--- src/sv/assert_macros.svh ---
// Assertion macros shared by the matcher RTL.
// Depends on nothing; included by files that carry concurrent checks.
`ifndef ASSERT_MACROS_SVH
`define ASSERT_MACROS_SVH

// Implication checked on every clock edge outside reset.
`define ASSERT_IMP(label, clk, rst_n, ante, cons) \
  label: assert property (@(posedge clk) disable iff (!rst_n) (ante) |-> (cons)) \
    else $error("assertion failed");

// Implication whose consequent is checked in the next cycle.
`define ASSERT_NEXT(label, clk, rst_n, ante, cons) \
  label: assert property (@(posedge clk) disable iff (!rst_n) (ante) |=> (cons)) \
    else $error("assertion failed");

`endif

--- src/sv/lobm_pkg.sv ---
// Package for the limit order book matcher: sequencer states, status codes, and request kind and side constants.
// Depends on nothing.
package lobm_pkg;

  typedef enum logic [2:0] {
    ST_IDLE,
    ST_SCAN,
    ST_DECIDE,
    ST_OUT
  } state_e;

  typedef enum logic [2:0] {
    STS_TRADE     = 3'd0,
    STS_RESTED    = 3'd1,
    STS_DONE      = 3'd2,
    STS_DUPLICATE = 3'd3,
    STS_FULL      = 3'd4,
    STS_CANCELLED = 3'd5,
    STS_NOT_FOUND = 3'd6
  } status_e;

  localparam logic KIND_ADD    = 1'b0;
  localparam logic KIND_CANCEL = 1'b1;
  localparam logic SIDE_BUY    = 1'b0;
  localparam logic SIDE_SELL   = 1'b1;

endpackage

--- src/sv/limit_order_book_matcher.sv ---
// Price-time priority limit order book matcher, top level.
// Depends on lobm_pkg and assert_macros.svh.
//
// Requests (add or cancel) arrive as beats on the input channel; results
// leave as beats on the output channel, one register deep. Each request
// gives zero or more trade beats followed by one status beat with last set.
// The resting orders sit in a table of DEPTH entries held in small memories
// with a registered read port; only the valid bits are flip-flops.
// Every decision comes from one sequential pass over the table, one entry
// a cycle, feeding a single compare unit that tracks id match, first free
// slot and best crossing order. Each result beat is offered once a full
// pass and the decision after it are done, starting when the request or
// the previous trade beat is taken; the next request is accepted only
// after the status beat is taken, so receiver stalls add to that time.
// A trade that leaves the taker filled is followed by its status beat in
// the cycle after the trade beat is taken.
// The input is not ready while a request is being worked on.
// While the receiver holds ready low the pending result beat is held and
// the sequencer waits. Reset empties the table and clears the sequence
// counter at once; no clearing pass is needed.
module limit_order_book_matcher
  import lobm_pkg::*;
#(
  parameter int DEPTH      = 32,
  parameter int PRICE_BITS = 32,
  parameter int QTY_BITS   = 32
) (
  input  logic        clk_i,
  input  logic        rst_ni,
  input  logic        in_valid_i,
  output logic        in_ready_o,
  input  logic        kind_i,
  input  logic [31:0] order_id_i,
  input  logic        side_i,
  input  logic [31:0] price_i,
  input  logic [31:0] quantity_i,
  output logic        out_valid_o,
  input  logic        out_ready_i,
  output logic [2:0]  status_o,
  output logic [31:0] trade_price_o,
  output logic [31:0] trade_quantity_o,
  output logic [31:0] resting_id_o,
  output logic [31:0] taker_id_o,
  output logic [31:0] left_quantity_o,
  output logic        last_o
);

  localparam int IW = (DEPTH > 1) ? $clog2(DEPTH) : 1;
  localparam int CW = $clog2(DEPTH + 1) + 1;
  localparam int PW = PRICE_BITS;
  localparam int QW = QTY_BITS;

  // Table storage.
  logic [31:0]   mem_id    [DEPTH];
  logic          mem_side  [DEPTH];
  logic [PW-1:0] mem_price [DEPTH];
  logic [QW-1:0] mem_left  [DEPTH];
  logic [31:0]   mem_seq   [DEPTH];
  logic [DEPTH-1:0] valid_q, valid_d;

  state_e state_q, state_d;

  // Request registers.
  logic          kind_q, kind_d;
  logic [31:0]   tid_q, tid_d;
  logic          tside_q, tside_d;
  logic [PW-1:0] tprice_q, tprice_d;
  logic [QW-1:0] tleft_q, tleft_d;
  logic [31:0]   seq_q, seq_d;

  // Scan pipeline.
  logic [CW-1:0] addr_q, addr_d;
  logic          pend_q, pend_d;
  logic [IW-1:0] eidx_q, eidx_d;
  logic [31:0]   rd_id_q, rd_seq_q;
  logic          rd_side_q;
  logic [PW-1:0] rd_price_q;
  logic [QW-1:0] rd_left_q;

  // Scan results.
  logic          hit_q, hit_d;
  logic [IW-1:0] hit_idx_q, hit_idx_d;
  logic [QW-1:0] hit_left_q, hit_left_d;
  logic          free_q, free_d;
  logic [IW-1:0] free_idx_q, free_idx_d;
  logic          best_q, best_d;
  logic [IW-1:0] best_idx_q, best_idx_d;
  logic [PW-1:0] best_price_q, best_price_d;
  logic [QW-1:0] best_left_q, best_left_d;
  logic [31:0]   best_rid_q, best_rid_d;
  logic [31:0]   best_age_q, best_age_d;

  // Output register.
  logic          ovalid_q, ovalid_d;
  logic [2:0]    ost_q, ost_d;
  logic [PW-1:0] oprice_q, oprice_d;
  logic [QW-1:0] oqty_q, oqty_d;
  logic [31:0]   orid_q, orid_d;
  logic [QW-1:0] oleft_q, oleft_d;
  logic          olast_q, olast_d;

  // Table write port.
  logic          we_all, we_left;
  logic [IW-1:0] wr_idx;
  logic [QW-1:0] wr_left;

  logic [63:0]   price_ext, qty_ext;
  logic [31:0]   age;
  logic          crossing, better;
  logic [QW-1:0] fill_amt;
  logic          in_acc;

  assign price_ext = {32'd0, price_i};
  assign qty_ext   = {32'd0, quantity_i};
  assign age       = seq_q - rd_seq_q;
  assign in_acc    = in_valid_i && in_ready_o;
  assign fill_amt  = (tleft_q < best_left_q) ? tleft_q : best_left_q;

  always_comb begin
    crossing = (tside_q == SIDE_BUY) ? (rd_price_q <= tprice_q)
                                     : (rd_price_q >= tprice_q);
    if (!best_q) begin
      better = 1'b1;
    end else if (rd_price_q != best_price_q) begin
      better = (tside_q == SIDE_BUY) ? (rd_price_q < best_price_q)
                                     : (rd_price_q > best_price_q);
    end else begin
      better = age > best_age_q;
    end
  end

  always_ff @(posedge clk_i) begin
    if (we_all) begin
      mem_id[wr_idx]    <= tid_q;
      mem_side[wr_idx]  <= tside_q;
      mem_price[wr_idx] <= tprice_q;
      mem_seq[wr_idx]   <= seq_q;
    end
    if (we_all || we_left) begin
      mem_left[wr_idx] <= wr_left;
    end
    rd_id_q    <= mem_id[addr_q[IW-1:0]];
    rd_side_q  <= mem_side[addr_q[IW-1:0]];
    rd_price_q <= mem_price[addr_q[IW-1:0]];
    rd_left_q  <= mem_left[addr_q[IW-1:0]];
    rd_seq_q   <= mem_seq[addr_q[IW-1:0]];
  end

  always_ff @(posedge clk_i or negedge rst_ni) begin
    if (!rst_ni) begin
      state_q  <= ST_IDLE;
      valid_q  <= '0;
      seq_q    <= '0;
      ovalid_q <= 1'b0;
      pend_q   <= 1'b0;
      addr_q   <= '0;
    end else begin
      state_q  <= state_d;
      valid_q  <= valid_d;
      seq_q    <= seq_d;
      ovalid_q <= ovalid_d;
      pend_q   <= pend_d;
      addr_q   <= addr_d;
    end
  end

  always_ff @(posedge clk_i) begin
    kind_q       <= kind_d;
    tid_q        <= tid_d;
    tside_q      <= tside_d;
    tprice_q     <= tprice_d;
    tleft_q      <= tleft_d;
    eidx_q       <= eidx_d;
    hit_q        <= hit_d;
    hit_idx_q    <= hit_idx_d;
    hit_left_q   <= hit_left_d;
    free_q       <= free_d;
    free_idx_q   <= free_idx_d;
    best_q       <= best_d;
    best_idx_q   <= best_idx_d;
    best_price_q <= best_price_d;
    best_left_q  <= best_left_d;
    best_rid_q   <= best_rid_d;
    best_age_q   <= best_age_d;
    ost_q        <= ost_d;
    oprice_q     <= oprice_d;
    oqty_q       <= oqty_d;
    orid_q       <= orid_d;
    oleft_q      <= oleft_d;
    olast_q      <= olast_d;
  end

  always_comb begin
    state_d = state_q;
    valid_d = valid_q;
    seq_d   = seq_q;
    kind_d = kind_q; tid_d = tid_q; tside_d = tside_q;
    tprice_d = tprice_q; tleft_d = tleft_q;
    addr_d = addr_q; pend_d = 1'b0; eidx_d = eidx_q;
    hit_d = hit_q; hit_idx_d = hit_idx_q; hit_left_d = hit_left_q;
    free_d = free_q; free_idx_d = free_idx_q;
    best_d = best_q; best_idx_d = best_idx_q; best_price_d = best_price_q;
    best_left_d = best_left_q; best_rid_d = best_rid_q; best_age_d = best_age_q;
    ovalid_d = ovalid_q; ost_d = ost_q; oprice_d = oprice_q; oqty_d = oqty_q;
    orid_d = orid_q; oleft_d = oleft_q; olast_d = olast_q;
    we_all = 1'b0; we_left = 1'b0; wr_idx = best_idx_q; wr_left = best_left_q;
    in_ready_o = 1'b0;

    case (state_q)
      ST_IDLE: begin
        in_ready_o = 1'b1;
        if (in_acc) begin
          kind_d   = kind_i;
          tid_d    = order_id_i;
          tside_d  = side_i;
          tprice_d = price_ext[PW-1:0];
          tleft_d  = qty_ext[QW-1:0];
          addr_d   = '0;
          hit_d    = 1'b0;
          free_d   = 1'b0;
          best_d   = 1'b0;
          state_d  = ST_SCAN;
        end
      end
      ST_SCAN: begin
        if (pend_q) begin
          if (valid_q[eidx_q]) begin
            if (rd_id_q == tid_q && !hit_q) begin
              hit_d = 1'b1; hit_idx_d = eidx_q; hit_left_d = rd_left_q;
            end
            if (rd_side_q != tside_q && crossing && better) begin
              best_d = 1'b1; best_idx_d = eidx_q; best_price_d = rd_price_q;
              best_left_d = rd_left_q; best_rid_d = rd_id_q; best_age_d = age;
            end
          end else if (!free_q) begin
            free_d = 1'b1; free_idx_d = eidx_q;
          end
        end
        if (addr_q < CW'(DEPTH)) begin
          pend_d = 1'b1;
          eidx_d = addr_q[IW-1:0];
          addr_d = addr_q + 1'b1;
        end else if (!pend_q) begin
          state_d = ST_DECIDE;
        end
      end
      ST_DECIDE: begin
        ovalid_d = 1'b1;
        oprice_d = '0; oqty_d = '0; orid_d = '0; olast_d = 1'b1;
        oleft_d  = tleft_q;
        state_d  = ST_OUT;
        if (kind_q == KIND_CANCEL) begin
          if (hit_q) begin
            valid_d[hit_idx_q] = 1'b0;
            ost_d   = STS_CANCELLED;
            oleft_d = hit_left_q;
          end else begin
            ost_d   = STS_NOT_FOUND;
            oleft_d = '0;
          end
        end else if (hit_q) begin
          ost_d = STS_DUPLICATE;
        end else if (tleft_q == '0) begin
          ost_d = STS_DONE;
        end else if (best_q) begin
          // One fill against the best resting order.
          we_left  = 1'b1;
          wr_left  = best_left_q - fill_amt;
          if (best_left_q == fill_amt) valid_d[best_idx_q] = 1'b0;
          tleft_d  = tleft_q - fill_amt;
          ost_d    = STS_TRADE;
          oprice_d = best_price_q;
          oqty_d   = fill_amt;
          orid_d   = best_rid_q;
          oleft_d  = tleft_q - fill_amt;
          olast_d  = 1'b0;
        end else if (free_q) begin
          we_all  = 1'b1;
          wr_idx  = free_idx_q;
          wr_left = tleft_q;
          valid_d[free_idx_q] = 1'b1;
          seq_d   = seq_q + 1'b1;
          ost_d   = STS_RESTED;
        end else begin
          ost_d = STS_FULL;
        end
      end
      ST_OUT: begin
        if (out_ready_i) begin
          ovalid_d = 1'b0;
          if (olast_q) begin
            state_d = ST_IDLE;
          end else if (tleft_q == '0) begin
            // Taker filled: the status beat follows straight away.
            ovalid_d = 1'b1;
            ost_d    = STS_DONE;
            oprice_d = '0; oqty_d = '0; orid_d = '0; oleft_d = '0;
            olast_d  = 1'b1;
          end else begin
            addr_d  = '0;
            hit_d   = 1'b0;
            free_d  = 1'b0;
            best_d  = 1'b0;
            state_d = ST_SCAN;
          end
        end
      end
      default: state_d = ST_IDLE;
    endcase
  end

  logic [63:0] oprice_ext, oqty_ext, oleft_ext;
  assign oprice_ext = 64'(oprice_q);
  assign oqty_ext   = 64'(oqty_q);
  assign oleft_ext  = 64'(oleft_q);

  assign out_valid_o      = ovalid_q;
  assign status_o         = ost_q;
  assign trade_price_o    = oprice_ext[31:0];
  assign trade_quantity_o = oqty_ext[31:0];
  assign resting_id_o     = orid_q;
  assign taker_id_o       = tid_q;
  assign left_quantity_o  = oleft_ext[31:0];
  assign last_o           = olast_q;

`include "assert_macros.svh"

  `ASSERT_IMP(a_idle_no_result, clk_i, rst_ni, in_ready_o, !out_valid_o)
  `ASSERT_IMP(a_not_last_is_trade, clk_i, rst_ni, out_valid_o && !last_o, status_o == STS_TRADE)
  `ASSERT_NEXT(a_accept_scans, clk_i, rst_ni, in_valid_i && in_ready_o, state_q == ST_SCAN)

endmodule
--- config.mk ---
export PLATFORM = sky130hd
export DESIGN_NAME = limit_order_book_matcher
export DESIGN_NICKNAME = d
export VERILOG_FILES = /design/src/sv/lobm_pkg.sv /design/src/sv/limit_order_book_matcher.sv
export VERILOG_INCLUDE_DIRS = /design/src /design/src/sv
export SDC_FILE = /design/constraint.sdc
export NUM_CORES = 2
export LEC_CHECK = 0
export BUFFER_PORTS_ARGS = -buffer_cell sky130_fd_sc_hd__buf_2
export CAP_MARGIN = 20
export CORE_ASPECT_RATIO = 1.25
export CORE_MARGIN = 10
export CORE_UTILIZATION = 40
export CTS_BUF_LIST = sky130_fd_sc_hd__clkbuf_4 sky130_fd_sc_hd__clkbuf_8
export CTS_CLUSTER_DIAMETER = 50
export DETAILED_ROUTE_END_ITERATION = 6
export GPL_ROUTABILITY_DRIVEN = 0
export SETUP_SLACK_MARGIN = 0.2
export SLEW_MARGIN = 20
export SYNTH_ARGS = -nofsm -noshare
export SYNTH_HDL_FRONTEND = slang
export SYNTH_MEMORY_MAX_BITS = 65536
export SYNTH_SLANG_ARGS = --single-unit
export TNS_END_PERCENT = 10
--- constraint.sdc ---
create_clock -name clk_i -period 55.9 [get_ports clk_i]
set_clock_uncertainty 0.2 [all_clocks]
set_input_delay 5.59 -clock clk_i [delete_from_list [all_inputs] [get_ports clk_i]]
set_output_delay 5.59 -clock clk_i [all_outputs]
set_load 0.02 [all_outputs]
==> metrics.txt <==
status complete, no violations; relative slew slack 23.7%; hold_buf cts 0; synthesized-area fraction occupied by adder cells 1.55%; drc violations 0; cts bufs inserted 723; PwrDens 43.4 nW/um^2; placed cell areas 197000 sq um; H-tree Lvls 6; final WL 498000 um; RSZ-0062 raised after global routing false; Core ar. 465000 sq um; first-pass GRT wire length 708000 um; Lkg Pwr 67.5 nW; synth unique cells 96; die area 494000 sq um; CP startpoint kind flip-flop; leading area contributor after synthesis edfxtp_1; ys flop type edfxtp_1; gr usage total 19.6%; sequential area share after synthesis 75.5%; maximum number of pins on one net before global-route repair 150; Synth Register Bits 4745; DR pass1 iterations 5; worst skew pair latency 1330 ps; multiplexer share of the synthesized area 16.8%; post-layout min period 8810 ps; total number of vias 92.6k; die width 631 um; die height 783 um; peak fanout along the critical path 50; cells after synthesis 8604; Routed wire per std cell 30.5 um; most common cell after layout, fill and taps aside edfxtp_1; Detail Placement HPWL 265000 um; vias per cell 5.68; post-synthesis simple-gate area fraction 1.99%; slew at the pin closest to its max-slew limit 1140 ps; grt ovf 0; total I/O pin count 268; Syn Std Cell Area 186000 sq um; Starting DRT DRC Count 9623; worst min-delay path category reg -> reg; Post-synth EDFFs 4541; Synth Area in Compound Gates 2.33%; Async SR Flop Fraction 1.58%; Syn Nets 8935; total negative slack 0 ps; Root Driver clkbuf_8; initial antenna violation count 19; Worst IR Drop VDD 41.7 uV; class of the most critical setup path reg -> reg; Synth Area in XOR/XNOR 0.639%; Avg Inst Size Synth 21.7 sq um; I/O Buffers 267; TritonCTS clock tree built; Setup violations, final 0; Synth top area share 73.1%; post-CTS setup repair buffer count 0; flop2flop setup slack 47090 ps; Crit path arrival time 9420 ps; final hold viol count 0; CTS Sinks 4745; Required @ worst endpoint 56510 ps; Non-Filler Instances 16.3k; Fillers 38.7k; Nets 9822; Max Clock Freq 114 MHz; leading post-synthesis cells by cell area edfxtp_1 73%, mux4_2 16%, ha_1 1.5%; post-CTS sizing 0; MaxCap Viol Count 0; FP Rows 280; vias in the first global route 96.9k; Final period util 15.8%; total power 9.20 mW; largest family of logic cells by synthesized area multiplexers; share of cells above drive strength 1 33.0%; Synth Warn # 0; CTS clk-pin slew, worst paths 60 ps; Initial Util 40.1%; max-slew violation count 0; placed cells 15.0k; Bufs on Longest Clock Path 4; critical path endpoint category flip-flop; Post-Layout Inst Area 212000 sq um; ANT nets after route 0; most frequent cells in the layout 4541 x edfxtp_1, 1300 x mux4_2, 779 x clkbuf_8; Area Growth Syn to Fin 13.6%
-- flip-flops by register name, summed over array words and instances (netlist names), 1024 cells and up --
| register | cells |
|---|---|
| mem_seq | 1024 |
| mem_id | 1024 |
| mem_price | 1024 |
| mem_left | 1024 |
-- cell usage after synthesis (14+ instances only) --
cell type / count
nand2_1: 165
and3_1: 24
clkbuf_1: 260
a211oi_1: 14
and2_1: 50
ha_1: 226
o21ai_0: 109
mux2i_1: 45
nor2b_1: 23
mux4_2: 1300
nor2_1: 294
inv_1: 192
buf_2: 16
edfxtp_1: 4541
dfxtp_1: 129
nor4_1: 22
buf_1: 99
mux2_2: 136
nand2b_1: 29
o22ai_1: 14
o21a_1: 27
a22oi_1: 26
a21oi_1: 212
a31oi_1: 19
a21o_1: 90
nand4_1: 41
nand3_1: 39
a22o_1: 36
nor3_1: 30
xnor2_1: 63
xor2_1: 73
dfrtp_1: 75
-- where the power goes --
part / switching [mW] / internal (mW) / total, mW
combinational: 1.13 / 0.882 / 2.01
clock: 1.37 / 1.50 / 2.88
sequential: 0.164 / 4.15 / 4.31
total: 2.66 / 6.54 / 9.20
-- per-layer routing --
metal	track usage, %	routed length, um	part of all wire [%]	vias up
met2	34.2	257000	52	3709
li1	-	-	-	37875
met3	2.90	30900	6.2	939
met5	0	32	0.0064	-
met1	25.3	194000	39	50118
met4	6.11	16100	3.2	6
-- cell type report --
type | instances | area (sq um) | share of cell area, %
inverter | 192 | 721 | 0.340
clock buffer | 1038 | 12700 | 5.98
timing repair buffer | 545 | 3800 | 1.79
clock inverter | 287 | 1870 | 0.884
tap | 6204 | 7760 | 3.66
multi-input combinational | 3284 | 44200 | 20.8
sequential | 4745 | 141000 | 66.5
antenna | 4 | 10.0 | 0.00473
-- worst max-delay path, cell delays in order (launching register included) --
cell	delay (ps)
dfrtp_1	1010
inv_1	200
ha_1	280
inv_1	90
fa_1	200
a21oi_1	110
o211ai_1	360
o2111a_1	300
o2111ai_1	230
a311oi_1	450
nand4_1	200
a41oi_1	260
o21a_1	150
nor2_1	50
xnor2_1	140
ha_1	310
nand3_1	110
nor2_1	190
nand2_1	90
nor3_1	380
o21ai_0	160
a32o_1	270
nand3_1	90
nand3_1	430
nor4_2	420
buf_4	750
buf_4	730
-- path summary, 6_finish.rpt --
check	startpoint	end	depth (start not counted)
worst max-delay path	seq_q[0]$_DFFE_PN0P_	best_price_q[6]$_DFFE_PP_	26
worst min-delay path	rd_left_q[2]$_DFF_P_	hit_left_q[2]$_DFFE_PP_	0
worst max register to register	seq_q[0]$_DFFE_PN0P_	best_price_q[6]$_DFFE_PP_	26
worst min register to register	rd_left_q[2]$_DFF_P_	hit_left_q[2]$_DFFE_PP_	0
max in group asynchronous	rst_ni	seq_q[14]$_DFFE_PN0P_	2
min in group asynchronous	rst_ni	valid_q[13]$_DFFE_PN0P_	1
-- metrics by stage --
step                      util [%]  setup slack [ps]  hold slack (ps)
after floorplan                  -             37920              204
after global placement        42.3             47200              227
after detailed placement      42.4             47320              222
after CTS                     45.5             47130              216
after global routing          45.6             46500              229
final                         45.6             47090              224
-- cell families after synthesis --
family                   count (synthesis)
flip-flops                            4745
adder cells (fa/ha/maj)                229
AO/OA/AOI/OAI                          665
multiplexers                          1481
buffers and inverters                  575
AND/OR/NAND/NOR                        773
XOR/XNOR                               136
(Power assumes the default switching activity.)
